**src/hdl/rsbp_pkg.sv**
```systemverilog
// ----------------------------------------------------------------------------
// rsbp_pkg
// Shared constants and types of the range scaled bit packer.
// ----------------------------------------------------------------------------
`default_nettype none

package rsbp_pkg;

  localparam int FRAME_BYTES_DEF = 64;
  localparam int BYTE_W          = 8;
  localparam int FIELD_W         = 32;
  localparam int NBITS_W         = 6;   // field width 0..32
  localparam int GRP_BYTES       = 4;   // most bytes one reading can finish
  localparam int GRP_CNT_W       = 3;   // 0..GRP_BYTES
  localparam int GRP_IDX_W       = 2;
  localparam int ACC_W           = FIELD_W + BYTE_W;
  localparam int USER_W          = 2;

  localparam logic CMD_APPEND = 1'b0;
  localparam logic CMD_FLUSH  = 1'b1;

  localparam int USER_VALID_BIT = 0;
  localparam int USER_OVF_BIT   = 1;

  typedef struct packed {
    logic                 cmd;
    logic [FIELD_W-1:0]   val;    // clamped offset, zero above nbits
    logic [NBITS_W-1:0]   nbits;
  } item_t;

  typedef struct packed {
    logic [GRP_BYTES-1:0][BYTE_W-1:0] data;
    logic [GRP_CNT_W-1:0]             cnt;
    logic                             bvalid;
    logic                             last;
    logic                             ovf;
  } grp_t;

endpackage

`default_nettype wire

```
**src/hdl/rsbp_front.sv**
```systemverilog
// ----------------------------------------------------------------------------
// rsbp_front
// Three-stage front end: input register, range subtract, width and clamp.
// ----------------------------------------------------------------------------
`default_nettype none

module rsbp_front (
  input  wire                               clk,
  input  wire                               rst_n,
  input  wire                               in_valid,
  output logic                              in_ready,
  input  wire                               in_cmd,
  input  wire signed [rsbp_pkg::FIELD_W-1:0] in_reading,
  input  wire signed [rsbp_pkg::FIELD_W-1:0] in_lower,
  input  wire signed [rsbp_pkg::FIELD_W-1:0] in_upper,
  output logic                              out_valid,
  input  wire                               out_ready,
  output rsbp_pkg::item_t                   out_item
);

  localparam int W  = rsbp_pkg::FIELD_W;
  localparam int NW = rsbp_pkg::NBITS_W;

  // stage 1: raw fields
  logic                s1_v_r;
  logic                s1_cmd_r;
  logic signed [W-1:0] s1_rd_r, s1_lo_r, s1_hi_r;
  // stage 2: spread - 1 and offset
  logic                s2_v_r;
  logic                s2_cmd_r;
  logic signed [W:0]   s2_sm1_r;
  logic signed [W:0]   s2_off_r;
  // stage 3: result item
  logic                s3_v_r;
  rsbp_pkg::item_t     s3_r;

  logic                s1_rdy, s2_rdy, s3_rdy;
  logic signed [W:0]   sm1_nxt, off_nxt;
  logic                empty;
  logic [NW-1:0]       nbits;
  logic [W-1:0]        mask;
  logic                over;
  logic [W-1:0]        val;

  assign s3_rdy   = !s3_v_r || out_ready;
  assign s2_rdy   = !s2_v_r || s3_rdy;
  assign s1_rdy   = !s1_v_r || s2_rdy;
  assign in_ready = s1_rdy;

  // hi - lo - 1 == hi + ~lo
  assign sm1_nxt = {s1_hi_r[W-1], s1_hi_r} + {~s1_lo_r[W-1], ~s1_lo_r};
  assign off_nxt = {s1_rd_r[W-1], s1_rd_r} - {s1_lo_r[W-1], s1_lo_r};

  assign empty = s2_sm1_r[W] || (s2_sm1_r == '0);

  always_comb begin
    nbits = '0;
    for (int i = 0; i < W; i++) begin
      if (s2_sm1_r[i]) begin
        nbits = NW'(i + 1);
      end
    end
    if (empty) begin
      nbits = '0;
    end
    for (int i = 0; i < W; i++) begin
      mask[i] = (NW'(i) < nbits);
    end
    over = |(s2_off_r[W-1:0] & ~mask);
    if (s2_off_r[W]) begin
      val = '0;
    end else if (over) begin
      val = mask;
    end else begin
      val = s2_off_r[W-1:0];
    end
  end

  always_ff @(posedge clk) begin
    if (!rst_n) begin
      s1_v_r <= 1'b0;
      s2_v_r <= 1'b0;
      s3_v_r <= 1'b0;
    end else begin
      if (s1_rdy) begin
        s1_v_r <= in_valid;
      end
      if (s2_rdy) begin
        s2_v_r <= s1_v_r;
      end
      if (s3_rdy) begin
        s3_v_r <= s2_v_r;
      end
    end
  end

  always_ff @(posedge clk) begin
    if (s1_rdy && in_valid) begin
      s1_cmd_r <= in_cmd;
      s1_rd_r  <= in_reading;
      s1_lo_r  <= in_lower;
      s1_hi_r  <= in_upper;
    end
    if (s2_rdy && s1_v_r) begin
      s2_cmd_r <= s1_cmd_r;
      s2_sm1_r <= sm1_nxt;
      s2_off_r <= off_nxt;
    end
    if (s3_rdy && s2_v_r) begin
      s3_r.cmd   <= s2_cmd_r;
      s3_r.val   <= val;
      s3_r.nbits <= nbits;
    end
  end

  assign out_valid = s3_v_r;
  assign out_item  = s3_r;

endmodule

`default_nettype wire

```
**src/hdl/rsbp_pack.sv**
```systemverilog
// ----------------------------------------------------------------------------
// rsbp_pack
// Frame state and bit merge; turns one item into a group of 0..4 bytes.
// ----------------------------------------------------------------------------
`default_nettype none

module rsbp_pack #(
  parameter int FRAME_BYTES = rsbp_pkg::FRAME_BYTES_DEF
) (
  input  wire              clk,
  input  wire              rst_n,
  input  wire              in_valid,
  output logic             in_ready,
  input  rsbp_pkg::item_t  in_item,
  output logic             grp_valid,
  input  wire              grp_ready,
  output rsbp_pkg::grp_t   grp
);

  localparam int BW  = $clog2(FRAME_BYTES + 1);
  localparam int CW  = (BW > rsbp_pkg::GRP_CNT_W) ? BW : rsbp_pkg::GRP_CNT_W;
  localparam int AW  = rsbp_pkg::ACC_W;
  localparam int B   = rsbp_pkg::BYTE_W;
  localparam int NW  = rsbp_pkg::NBITS_W;
  localparam int GCW = rsbp_pkg::GRP_CNT_W;

  logic [B-1:0]  partial_r, partial_nxt;
  logic [2:0]    fill_r, fill_nxt;
  logic [BW-1:0] sent_r, sent_nxt;
  logic          ovf_r, ovf_nxt;

  logic [AW-1:0]  acc;
  logic [NW-1:0]  total;
  logic [GCW-1:0] nbytes, keep;
  logic [CW-1:0]  room;
  logic           short;
  logic           emit, consume;

  always_comb begin
    acc    = AW'(partial_r) | (AW'(in_item.val) << fill_r);
    total  = NW'(fill_r) + in_item.nbits;
    nbytes = total[NW-1:3];
    room   = CW'(FRAME_BYTES) - CW'(sent_r);
    short  = CW'(nbytes) > room;
    keep   = short ? GCW'(room) : nbytes;

    partial_nxt = partial_r;
    fill_nxt    = fill_r;
    sent_nxt    = sent_r;
    ovf_nxt     = ovf_r;
    grp         = '0;

    if (in_item.cmd == rsbp_pkg::CMD_FLUSH) begin
      grp.cnt    = GCW'(1);
      grp.last   = 1'b1;
      grp.bvalid = (fill_r != '0) && (room != '0);
      grp.data[0] = grp.bvalid ? partial_r : '0;
      grp.ovf    = ovf_r || ((fill_r != '0) && (room == '0));
      partial_nxt = '0;
      fill_nxt    = '0;
      sent_nxt    = '0;
      ovf_nxt     = 1'b0;
    end else begin
      for (int j = 0; j < rsbp_pkg::GRP_BYTES; j++) begin
        grp.data[j] = acc[j*B +: B];
      end
      grp.cnt     = keep;
      grp.bvalid  = 1'b1;
      grp.last    = 1'b0;
      grp.ovf     = ovf_r;
      partial_nxt = acc[{nbytes, 3'b000} +: B];
      fill_nxt    = total[2:0];
      sent_nxt    = BW'(CW'(sent_r) + CW'(keep));
      ovf_nxt     = ovf_r || short;
    end

    emit      = grp.cnt != '0;
    in_ready  = !emit || grp_ready;
    grp_valid = in_valid && emit;
    consume   = in_valid && in_ready;
  end

  always_ff @(posedge clk) begin
    if (!rst_n) begin
      partial_r <= '0;
      fill_r    <= '0;
      sent_r    <= '0;
      ovf_r     <= 1'b0;
    end else if (consume) begin
      partial_r <= partial_nxt;
      fill_r    <= fill_nxt;
      sent_r    <= sent_nxt;
      ovf_r     <= ovf_nxt;
    end
  end

`ifndef SYNTHESIS
  a_sent_bound: assert property (@(posedge clk) disable iff (!rst_n)
    CW'(sent_r) <= CW'(FRAME_BYTES))
    else $error("byte count past frame size");
`endif

endmodule

`default_nettype wire

```
**src/hdl/rsbp_drain.sv**
```systemverilog
// ----------------------------------------------------------------------------
// rsbp_drain
// Byte group register and output register; sends one byte per cycle while out_tready is high.
// ----------------------------------------------------------------------------
`default_nettype none

module rsbp_drain (
  input  wire                                clk,
  input  wire                                rst_n,
  input  wire                                grp_valid,
  output logic                               grp_ready,
  input  rsbp_pkg::grp_t                     grp,
  output logic                               out_tvalid,
  input  wire                                out_tready,
  output logic [rsbp_pkg::BYTE_W-1:0]        out_tdata,
  output logic [rsbp_pkg::USER_W-1:0]        out_tuser,
  output logic                               out_tlast
);

  localparam int GCW = rsbp_pkg::GRP_CNT_W;
  localparam int GIW = rsbp_pkg::GRP_IDX_W;

  rsbp_pkg::grp_t                  grp_r;
  logic                            grp_v_r;
  logic [GIW-1:0]                  idx_r;
  logic                            out_v_r;
  logic [rsbp_pkg::BYTE_W-1:0]     out_data_r;
  logic [rsbp_pkg::USER_W-1:0]     out_user_r;
  logic                            out_last_r;

  logic move, last_idx;
  logic [rsbp_pkg::USER_W-1:0] user;

  assign move      = grp_v_r && (!out_v_r || out_tready);
  assign last_idx  = (GCW'(idx_r) + GCW'(1)) == grp_r.cnt;
  assign grp_ready = !grp_v_r || (move && last_idx);

  always_comb begin
    user = '0;
    user[rsbp_pkg::USER_VALID_BIT] = grp_r.bvalid;
    user[rsbp_pkg::USER_OVF_BIT]   = grp_r.ovf;
  end

  always_ff @(posedge clk) begin
    if (!rst_n) begin
      grp_v_r <= 1'b0;
      idx_r   <= '0;
      out_v_r <= 1'b0;
    end else begin
      if (grp_valid && grp_ready) begin
        grp_v_r <= 1'b1;
        idx_r   <= '0;
      end else if (move && last_idx) begin
        grp_v_r <= 1'b0;
      end else if (move) begin
        idx_r <= idx_r + GIW'(1);
      end
      if (move) begin
        out_v_r <= 1'b1;
      end else if (out_tready) begin
        out_v_r <= 1'b0;
      end
    end
  end

  always_ff @(posedge clk) begin
    if (grp_valid && grp_ready) begin
      grp_r <= grp;
    end
    if (move) begin
      out_data_r <= grp_r.data[idx_r];
      out_user_r <= user;
      out_last_r <= grp_r.last;
    end
  end

  assign out_tvalid = out_v_r;
  assign out_tdata  = out_data_r;
  assign out_tuser  = out_user_r;
  assign out_tlast  = out_last_r;

`ifndef SYNTHESIS
  a_grp_nonempty: assert property (@(posedge clk) disable iff (!rst_n)
    grp_v_r |-> (grp_r.cnt != '0) && (GCW'(idx_r) < grp_r.cnt))
    else $error("byte group index out of range");
`endif
`ifndef SYNTHESIS
  a_hollow_only_last: assert property (@(posedge clk) disable iff (!rst_n)
    (out_v_r && !out_user_r[rsbp_pkg::USER_VALID_BIT]) |-> out_last_r)
    else $error("empty byte outside frame end");
`endif
`ifndef SYNTHESIS
  a_last_single: assert property (@(posedge clk) disable iff (!rst_n)
    (grp_v_r && grp_r.last) |-> (grp_r.cnt == GCW'(1)))
    else $error("frame end group holds more than one byte");
`endif

endmodule

`default_nettype wire

```
**src/hdl/range_scaled_bit_packer_unit.sv**
```systemverilog
// ----------------------------------------------------------------------------
// range_scaled_bit_packer_unit
// Packs range-limited readings LSB first into a byte frame.
// ----------------------------------------------------------------------------
// An item can be accepted every cycle while nothing stalls. Each append
// item yields 0 to 4 bytes and a flush yields one word with tlast; bytes
// leave one per cycle through the output register while out_tready is
// high, and an item with more than one byte holds back the items behind
// it. Input passes through three front stages, the group register and the
// output register. Bytes past FRAME_BYTES in a frame are dropped and flagged.
`default_nettype none

module range_scaled_bit_packer_unit #(
  parameter int FRAME_BYTES = rsbp_pkg::FRAME_BYTES_DEF
) (
  input  wire                              clk,
  input  wire                              rst_n,
  input  wire                              in_tvalid,
  output logic                             in_tready,
  input  wire [3*rsbp_pkg::FIELD_W-1:0]    in_tdata,   // reading, lower_limit, upper_limit
  input  wire                              in_tuser,   // cmd
  output logic                             out_tvalid,
  input  wire                              out_tready,
  output logic [rsbp_pkg::BYTE_W-1:0]      out_tdata,  // out_byte
  output logic [rsbp_pkg::USER_W-1:0]      out_tuser,  // byte_valid, overflowed
  output logic                             out_tlast   // frame_end
);

  localparam int W = rsbp_pkg::FIELD_W;

  logic            f_valid, f_ready;
  rsbp_pkg::item_t f_item;
  logic            g_valid, g_ready;
  rsbp_pkg::grp_t  g;

  rsbp_front u_front (
    .clk        (clk),
    .rst_n      (rst_n),
    .in_valid   (in_tvalid),
    .in_ready   (in_tready),
    .in_cmd     (in_tuser),
    .in_reading (in_tdata[W-1:0]),
    .in_lower   (in_tdata[2*W-1:W]),
    .in_upper   (in_tdata[3*W-1:2*W]),
    .out_valid  (f_valid),
    .out_ready  (f_ready),
    .out_item   (f_item)
  );

  rsbp_pack #(
    .FRAME_BYTES (FRAME_BYTES)
  ) u_pack (
    .clk       (clk),
    .rst_n     (rst_n),
    .in_valid  (f_valid),
    .in_ready  (f_ready),
    .in_item   (f_item),
    .grp_valid (g_valid),
    .grp_ready (g_ready),
    .grp       (g)
  );

  rsbp_drain u_drain (
    .clk        (clk),
    .rst_n      (rst_n),
    .grp_valid  (g_valid),
    .grp_ready  (g_ready),
    .grp        (g),
    .out_tvalid (out_tvalid),
    .out_tready (out_tready),
    .out_tdata  (out_tdata),
    .out_tuser  (out_tuser),
    .out_tlast  (out_tlast)
  );

endmodule

`default_nettype wire

```
**config.mk**
```make
export PLATFORM = sky130hd
export DESIGN_NAME = range_scaled_bit_packer_unit
export DESIGN_NICKNAME = d
export VERILOG_FILES = /design/src/hdl/rsbp_pkg.sv /design/src/hdl/rsbp_front.sv /design/src/hdl/rsbp_pack.sv /design/src/hdl/rsbp_drain.sv /design/src/hdl/range_scaled_bit_packer_unit.sv
export SDC_FILE = /design/constraint.sdc
export NUM_CORES = 1
export LEC_CHECK = 0
export ABC_CLOCK_PERIOD_IN_PS = 10000
export BUFFER_PORTS_ARGS = -buffer_cell sky130_fd_sc_hd__buf_2
export CORE_MARGIN = 2
export CORE_UTILIZATION = 30
export DETAILED_ROUTE_END_ITERATION = 10
export GPL_ROUTABILITY_DRIVEN = 1
export GPL_TIMING_DRIVEN = 0
export PLACE_DENSITY = 0.56
export SLEW_MARGIN = 25
export SYNTH_ARGS = -nofsm -noshare
export SYNTH_HDL_FRONTEND = slang
export SYNTH_SLANG_ARGS = --single-unit
```
**constraint.sdc**
```tcl
create_clock -name clk -period 10 [get_ports clk]
set_clock_uncertainty 0.05 [all_clocks]
set_input_delay 0.5 -clock clk [delete_from_list [all_inputs] [get_ports clk]]
set_output_delay 0.5 -clock clk [all_outputs]
set_load 0.01 [all_outputs]
```
# Yosys cells after proc, flatten, opt, wreduce, memory -nomap -nowiden
# Index checks and enable logic that the tools add are counted.
# totals
ram_bits,0
latch_bits,0
out_inout_bits,13
in_bits,101
ff_bits,278
n_memories,0
elab_cells,164
romBits,0
# classes
shifts,2
n_div,0
order_cmp,34
reduce_logical,35
bitwise,7
n_addsub,7
muxes,47
mul,0
n_eq_ne,1
# op_table
op,n
$lt A5 B6 Y1 const A,16
$mux W5,16
$not A32 Y32,2
$lt A4 B6 Y1 const A,8
$or A8 B40 Y40,1
$shiftx A40 B7 Y8,1
$shl A32 B3 Y40,1
$add A33 B33 Y33,1
$logic_not A33 Y1,1
$sub A32 B32 Y33,1
$and A32 B32 Y32,1
$mux W32,1
$mux W4,8
$reduce_or A32 Y1,1
$lt A3 B6 Y1 const A,4
$mux W8,3
$mux W3,6
$bmux W8 S2,1
$mux W14,1
$lt A1 B6 Y1 const A,2
$lt A2 B6 Y1 const A,2
$mux W6,2
$logic_and A1 B1 Y1,10
$logic_or A1 B1 Y1,9
other kinds (19),34

# Logic depth before layout (Yosys ltp)
# depth
ltp_word,38
depth_mapped,19
mapped_depth_nobuf,19

# Modules after synthesis
# A second synthesis with hierarchy kept.
# unflattened
hier_cells,1399
area_unflattened_um2,16109.2
# modules_own_cells
module,n_inst,area_each_um2,seq_area_each_um2,cells_per_inst
rsbp_front,1,10966.8,6155.9,927
rsbp_pack,1,3203.1,380.4,391
rsbp_drain,1,1939.4,1551.5,81

# Worst setup path before layout
# Ideal clock, no wire load.
# synth_timing
path_type,register to register
startpoint,"register u_front.s3_r, in the netlist u_front.out_item[0]"
endpoint,register u_front.s1_cmd_r (enable)
setup_ns,0.584
synth_period_minus_slack_ns,8.839
n_path_buf,0
slack_ns,1.161
t_arrival_ns,8.205
stages_incl_launch_ff,17
path_cell_list,edfxtp_1 > ha_1 > fa_1 > a21o_1 > nand2_1 > xor2_1 > inv_2 > ha_1 > nor2b_1 > o21a_1 > o211ai_1 > mux2i_1 > nor4_1 > nand2b_1 > nor2_1 > and2_1 > a21oi_1
# synth_between
elab_chain_cells,11
# synth_rtl
item,line,source
start: declaration,rsbp_front.sv:35,rsbp_pkg::item_t s3_r;
$add A3 B6 Y6 *,rsbp_pack.sv:41,total = NW'(fill_r) + in_item.nbits;
$gt A3 B7 Y1,rsbp_pack.sv:44,short = CW'(nbytes) > room;
$mux W3 *,rsbp_pack.sv:45,keep = short ? GCW'(room) : nbytes;
$mux W14 *,rsbp_pack.sv:53,if (in_item.cmd == rsbp_pkg::CMD_FLUSH) begin
$reduce_bool A3 Y1 *,rsbp_pack.sv:77,emit = grp.cnt != '0;
$logic_not A1 Y1 *,rsbp_pack.sv:78,in_ready = !emit || grp_ready;
$logic_or A1 B1 Y1 *,rsbp_pack.sv:78,
$logic_or A1 B1 Y1 *,rsbp_front.sv:45,assign s3_rdy = !s3_v_r || out_ready;
$logic_or A1 B1 Y1 *,rsbp_front.sv:46,assign s2_rdy = !s2_v_r || s3_rdy;
$logic_or A1 B1 Y1 *,rsbp_front.sv:47,assign s1_rdy = !s1_v_r || s2_rdy;
$logic_and A1 B1 Y1 *,rsbp_front.sv:98,if (s1_rdy && in_valid) begin
end signal: assignment,rsbp_front.sv:99,s1_cmd_r <= in_cmd;
end: declaration,rsbp_front.sv:26,logic s1_cmd_r;
# Every way passes the cells marked *; elsewhere a longest branch is shown, timed or not.
# A chain may end at the register's enable or synchronous reset.

# Final worst setup path
# layout_timing
startpoint,"register u_front.s3_r, in the netlist u_front.out_item[0]"
endpoint,register u_front.s1_rd_r[31] (enable)
# layout_between
elab_chain_cells,11
# layout_rtl
item,line,source
$add A3 B6 Y6 *,rsbp_pack.sv:41,
$gt A3 B7 Y1,rsbp_pack.sv:44,
$mux W3 *,rsbp_pack.sv:45,
$mux W14 *,rsbp_pack.sv:53,
$reduce_bool A3 Y1 *,rsbp_pack.sv:77,
$logic_not A1 Y1 *,rsbp_pack.sv:78,
$logic_or A1 B1 Y1 *,rsbp_pack.sv:78,
$logic_or A1 B1 Y1 *,rsbp_front.sv:45,
$logic_or A1 B1 Y1 *,rsbp_front.sv:46,
$logic_or A1 B1 Y1 *,rsbp_front.sv:47,
$logic_and A1 B1 Y1 *,rsbp_front.sv:98,
end signal: assignment,rsbp_front.sv:100,s1_rd_r <= in_reading;
end: declaration,rsbp_front.sv:27,"logic signed [W-1:0] s1_rd_r, s1_lo_r, s1_hi_r;"
# Marks and branches as above.

==> flow_summary.html <==
<table>
<tr><th>Metric</th><th>Value</th></tr>
<tr><th colspan="2">Status</th></tr>
<tr><td>Status</td><td>finished clean</td></tr>
<tr><th colspan="2">Synth</th></tr>
<tr><td>FFs w/ async S/R, synth</td><td>0%</td></tr>
<tr><td>Mapped cell area</td><td>approximately 16000 um^2</td></tr>
<tr><td>Top flip-flop cell by instance count after synthesis</td><td>edfxtp_1</td></tr>
<tr><td>Total number of yosys warnings</td><td>0</td></tr>
<tr><td>Synthesized flop and latch total</td><td>278</td></tr>
<tr><td>Post-synth top area cell</td><td>edfxtp_1</td></tr>
<tr><td>Count of flip-flops with a built-in enable after synthesis</td><td>about 250</td></tr>
<tr><td>Net count after synthesis</td><td>about 1500</td></tr>
<tr><td>Post-Synthesis Cells</td><td>~1300</td></tr>
<tr><td>Share of the yosys chip area belonging to registers</td><td>between 50% and 60%</td></tr>
<tr><td>Per-instance average area after synthesis</td><td>~12 um^2</td></tr>
<tr><td>Top post-synthesis cells by area</td><td>edfxtp_1 48%, ha_1 6.0%, mux4_2 4.9%</td></tr>
<tr><td>Share of the synthesized area in the top cell type</td><td>around 48%</td></tr>
<tr><td>Number of distinct library cells after synthesis</td><td>85</td></tr>
<tr><th colspan="2">Worst setup path</th></tr>
<tr><td>Delay of the slowest critical-path stage</td><td>roughly 510 ps</td></tr>
<tr><td>Setup CP Type</td><td>flop to flop</td></tr>
<tr><td>Startpoint of the worst register-to-register path</td><td>u_front.out_item[0]</td></tr>
<tr><td>R2R Path End</td><td>u_front.s1_rd_r[31]</td></tr>
<tr><td>Worst setup slack for register-to-register paths</td><td>approximately 4000 ps</td></tr>
<tr><td>Type of element capturing the critical path</td><td>flop</td></tr>
<tr><td>CP max FO</td><td>23</td></tr>
<tr><td>Data required time at the worst endpoint</td><td>10190 ps</td></tr>
<tr><td>Cell with the biggest individual delay on the critical path</td><td>a21oi_4</td></tr>
<tr><td>Most repeated library cell on the critical path</td><td>buf_16</td></tr>
<tr><td>Arrival @ worst endpoint</td><td>between 6000 and 7000 ps</td></tr>
<tr><td>Type of origin of the critical path</td><td>flop</td></tr>
<tr><td>Crit path cell chain</td><td>ha_1, fa_1, a21o_1, nand2_1, xor2_1, inv_2, ha_1, nor2b_1, o21a_1, o211ai_1, mux2i_1, nor4_1, nand2b_1, nor2_1, and2_1, a21oi_4, buf_16, buf_16, buf_16, buf_16</td></tr>
<tr><td>Number of cells on the worst reg-to-reg path</td><td>20</td></tr>
<tr><th colspan="2">STA</th></tr>
<tr><td>Final setup TNS</td><td>0 ps</td></tr>
<tr><td>Number of max-slew violations in the final report</td><td>0</td></tr>
<tr><td>Unrepaired setup endpoints after global routing</td><td>no</td></tr>
<tr><td>Final min period</td><td>roughly 6000 ps</td></tr>
<tr><td>Final worst-path cycle share</td><td>approximately 60%</td></tr>
<tr><td>Normalized max-slew margin</td><td>around 34%</td></tr>
<tr><td>Worst slack on hold paths</td><td>approximately 75 ps</td></tr>
<tr><td>Peak clock frequency supported by timing</td><td>about 0.17 GHz</td></tr>
<tr><td>Worst-Margin Slew</td><td>between 900 and 1000 ps</td></tr>
<tr><td>Hold Violations, Final</td><td>0</td></tr>
<tr><td>Post-layout worst setup margin</td><td>around 4000 ps</td></tr>
<tr><td>Final-report setup violation count</td><td>0</td></tr>
<tr><th colspan="2">Hold path</th></tr>
<tr><td>End of the worst hold path</td><td>u_front.s1_lo_r[10]</td></tr>
<tr><td>Class of the tightest hold or removal check</td><td>input pin to flop</td></tr>
<tr><td>Count of cells along the worst hold path</td><td>1</td></tr>
<tr><td>Hold wc startpoint</td><td>in_tdata[42]</td></tr>
<tr><th colspan="2">Final layout</th></tr>
<tr><td>Layout overhead on the synthesized area</td><td>19.04%</td></tr>
<tr><td>Fill cell total of the finished layout</td><td>5008</td></tr>
<tr><td>Final net count</td><td>1686</td></tr>
<tr><td>Most frequent cells in the layout</td><td>252 x edfxtp_1, 131 x nor2_1, 115 x buf_2, 103 x a21oi_1, 75 x ha_1</td></tr>
<tr><td>Most common cell after layout, fill and taps aside</td><td>edfxtp_1</td></tr>
<tr><td>Ant. Diodes</td><td>0</td></tr>
<tr><td>Fraction of final layout cells sized beyond drive strength 1</td><td>17.42%</td></tr>
<tr><th colspan="2">Clocking</th></tr>
<tr><td>Clk_lat worst skew</td><td>approximately 550 ps</td></tr>
<tr><td>CTS Buffer Depth</td><td>3</td></tr>
<tr><td>CTS sink cnt</td><td>between 200 and 300</td></tr>
<tr><td>Count of cells resized by post-cts repair</td><td>0</td></tr>
<tr><td>Library cell used as clock root buffer</td><td>clkbuf_16</td></tr>
<tr><td>Number of setup buffers added after CTS</td><td>0</td></tr>
<tr><td>Number of buffers inserted by hold repair at cts</td><td>0</td></tr>
<tr><td>Worst-path clk slew</td><td>around 60 ps</td></tr>
<tr><td>Maximum level of the CTS H-tree</td><td>2</td></tr>
<tr><td>CTS tree</td><td>built</td></tr>
<tr><td>Total clock buffers created by CTS</td><td>36</td></tr>
<tr><th colspan="2">Floorplanning</th></tr>
<tr><td>Chip Width</td><td>between 200 and 250 um</td></tr>
<tr><td>Starting utilization of the core area</td><td>between 30% and 40%</td></tr>
<tr><td>Die extent in y</td><td>between 200 and 250 um</td></tr>
<tr><td>Number of cell rows</td><td>83</td></tr>
<tr><td>Die outline area</td><td>around 54000 um^2</td></tr>
<tr><td>Ports placed on the boundary</td><td>between 100 and 150</td></tr>
<tr><td>Placeable core region</td><td>51410 um^2</td></tr>
<tr><th colspan="2">Place</th></tr>
<tr><td>Last weighted congestion value of the routability-driven placer</td><td>approximately 0.9</td></tr>
<tr><td>Count of buffers inserted at the top-level ports</td><td>~110</td></tr>
<tr><td>Placement Setup Slack</td><td>approximately 4000 ps</td></tr>
<tr><td>Placed wire-length estimate</td><td>around 31000 um</td></tr>
<tr><th colspan="2">Global route</th></tr>
<tr><td>Via count of the first global-routing pass</td><td>between 10000 and 15000</td></tr>
<tr><td>All-Layer GR Usage</td><td>between 10% and 20%</td></tr>
<tr><td>Global-route wire length before repair</td><td>63270 um</td></tr>
<tr><td>Number of antenna violations at the first check in global routing</td><td>0</td></tr>
<tr><td>Grt total ovfl</td><td>0</td></tr>
<tr><td>Maximum number of pins on one net before global-route repair</td><td>29</td></tr>
<tr><th colspan="2">Power</th></tr>
<tr><td>Worst supply voltage drop on vdd</td><td>around 0.14 mV</td></tr>
<tr><td>Leakage power summed over all cells</td><td>approximately 6.7 nW</td></tr>
<tr><td>Power per standard cell area</td><td>between 150 and 200 nW/um^2</td></tr>
<tr><th colspan="2">Detailed routing</th></tr>
<tr><td>Number of DRC markers in iteration 0</td><td>760</td></tr>
<tr><td>Average routed wire per standard cell</td><td>about 18 um</td></tr>
<tr><td>Avg Vias per Cell</td><td>approximately 5</td></tr>
<tr><td>Detail Route Antenna Nets</td><td>0</td></tr>
<tr><td>Number of iterations in the first detailed-routing pass</td><td>5</td></tr>
<tr><td>Detailed Route WL</td><td>40220 um</td></tr>
<tr><td>Residual DRC</td><td>0</td></tr>
<tr><td>Routed vias</td><td>approximately 11000</td></tr>
<tr><th colspan="2">Flow run</th></tr>
<tr><td>Count of maximum capacitance violations</td><td>0</td></tr>
</table>
## state kept, by name, summed over array words and instances (netlist names), 2 cells and up
name               count
u_drain.out_tuser      2
u_front.s1_hi_r       32
u_drain.grp_r         38
u_pack.fill_r          3
u_drain.out_tdata      8
u_front.s2_sm1_r      33
u_front.s2_off_r      33
u_pack.partial_r       8
u_front.s1_lo_r       32
u_pack.sent_r          7
u_drain.idx_r          2
u_front.out_item      39
u_front.s1_rd_r       32
## power by group
part	internal, mW	leakage [nW]	switching [mW]	total, mW
Sequential	1.37	2.60	0.0440	1.41
Combinational	0.215	3.50	0.299	0.514
Clock	0.879	0.627	0.519	1.40
## stage by stage
stage | total power [mW] | area (um^2) | instances | utilization (%)
after CTS | 3.368 | 18610 | 2213 | 36.20
final | 3.321 | 18610 | 2213 | 36.20
after detailed placement | 1.945 | 17320 | 2148 | 33.69
after floorplan | 1.782 | 15630 | 1346 | -
after global placement | 1.934 | 17050 | 2139 | 33.16
after global routing | 3.477 | 18610 | 2213 | 36.20
## cell usage after synthesis, types with 15 or more instances
| master | number |
|---|---|
| a21oi_1 | 104 |
| ha_1 | 75 |
| edfxtp_1 | 252 |
| a211oi_1 | 29 |
| mux4_2 | 34 |
| a21o_1 | 22 |
| inv_1 | 74 |
| nor2b_1 | 28 |
| clkbuf_1 | 28 |
| o21ai_0 | 63 |
| nor3_1 | 29 |
| xnor2_1 | 48 |
| nand2b_1 | 15 |
| o21ai_1 | 16 |
| mux2i_1 | 45 |
| dfxtp_1 | 26 |
| nand3_1 | 22 |
| o21a_1 | 21 |
| nand2_1 | 52 |
| nor2_1 | 131 |
## worst max-delay path: cells and delay by family, from the launching register on
kind	cells	cell delay (ps)
simple gates	6	1270
compound gates	4	1220
buf+inv	5	1030
fa+ha+maj	3	990
xor+xnor	1	460
flops	1	380
mux	1	220
## cells by family after synthesis
group,synth area share [%]
AOI/OAI and AO/OA,15.40
adders and majority gates,6.516
buffers and inverters,2.970
and+or+nand+nor,11.82
DFF,51.75
muxes,8.069
xor gates and xnor gates,3.474
## cell type report
type / count / area [um^2] / area share [%]
flip-flops and latches: 278 / 8088 / 43.47
multi-input cells: 952 / 7116 / 38.24
clock buffers: 41 / 962.2 / 5.171
well taps: 680 / 850.8 / 4.573
repair buffers: 122 / 798.3 / 4.290
clock inverters: 24 / 327.8 / 1.762
inverters: 76 / 285.3 / 1.533
plain buffers: 40 / 178.9 / 0.9616
## routing by layer
layer | share of wire [%] | track usage, % | routed length, um | vias to the layer above
met5 | 0 | 0 | 0 | -
met4 | 4.6 | 7.332 | 1848 | 0
li1 | - | - | - | 5502
met2 | 49 | 25.98 | 19640 | 319
met3 | 4.2 | 2.284 | 1687 | 105
met1 | 42 | 18.20 | 17040 | 5398
## worst max path at each step
stage,start,end
4_1_cts,u_front.out_item[0],u_front.s1_rd_r[31]
6_report,u_front.out_item[0],u_front.s1_rd_r[31]
2_1_floorplan,u_front.out_item[0],u_front.s1_cmd_r
3_3_place_gp,u_front.out_item[0],u_front.s1_cmd_r
5_1_grt,u_front.out_item[0],u_front.s1_rd_r[31]
3_5_place_dp,u_front.out_item[0],u_front.s1_cmd_r
(Power assumes the default switching activity.)
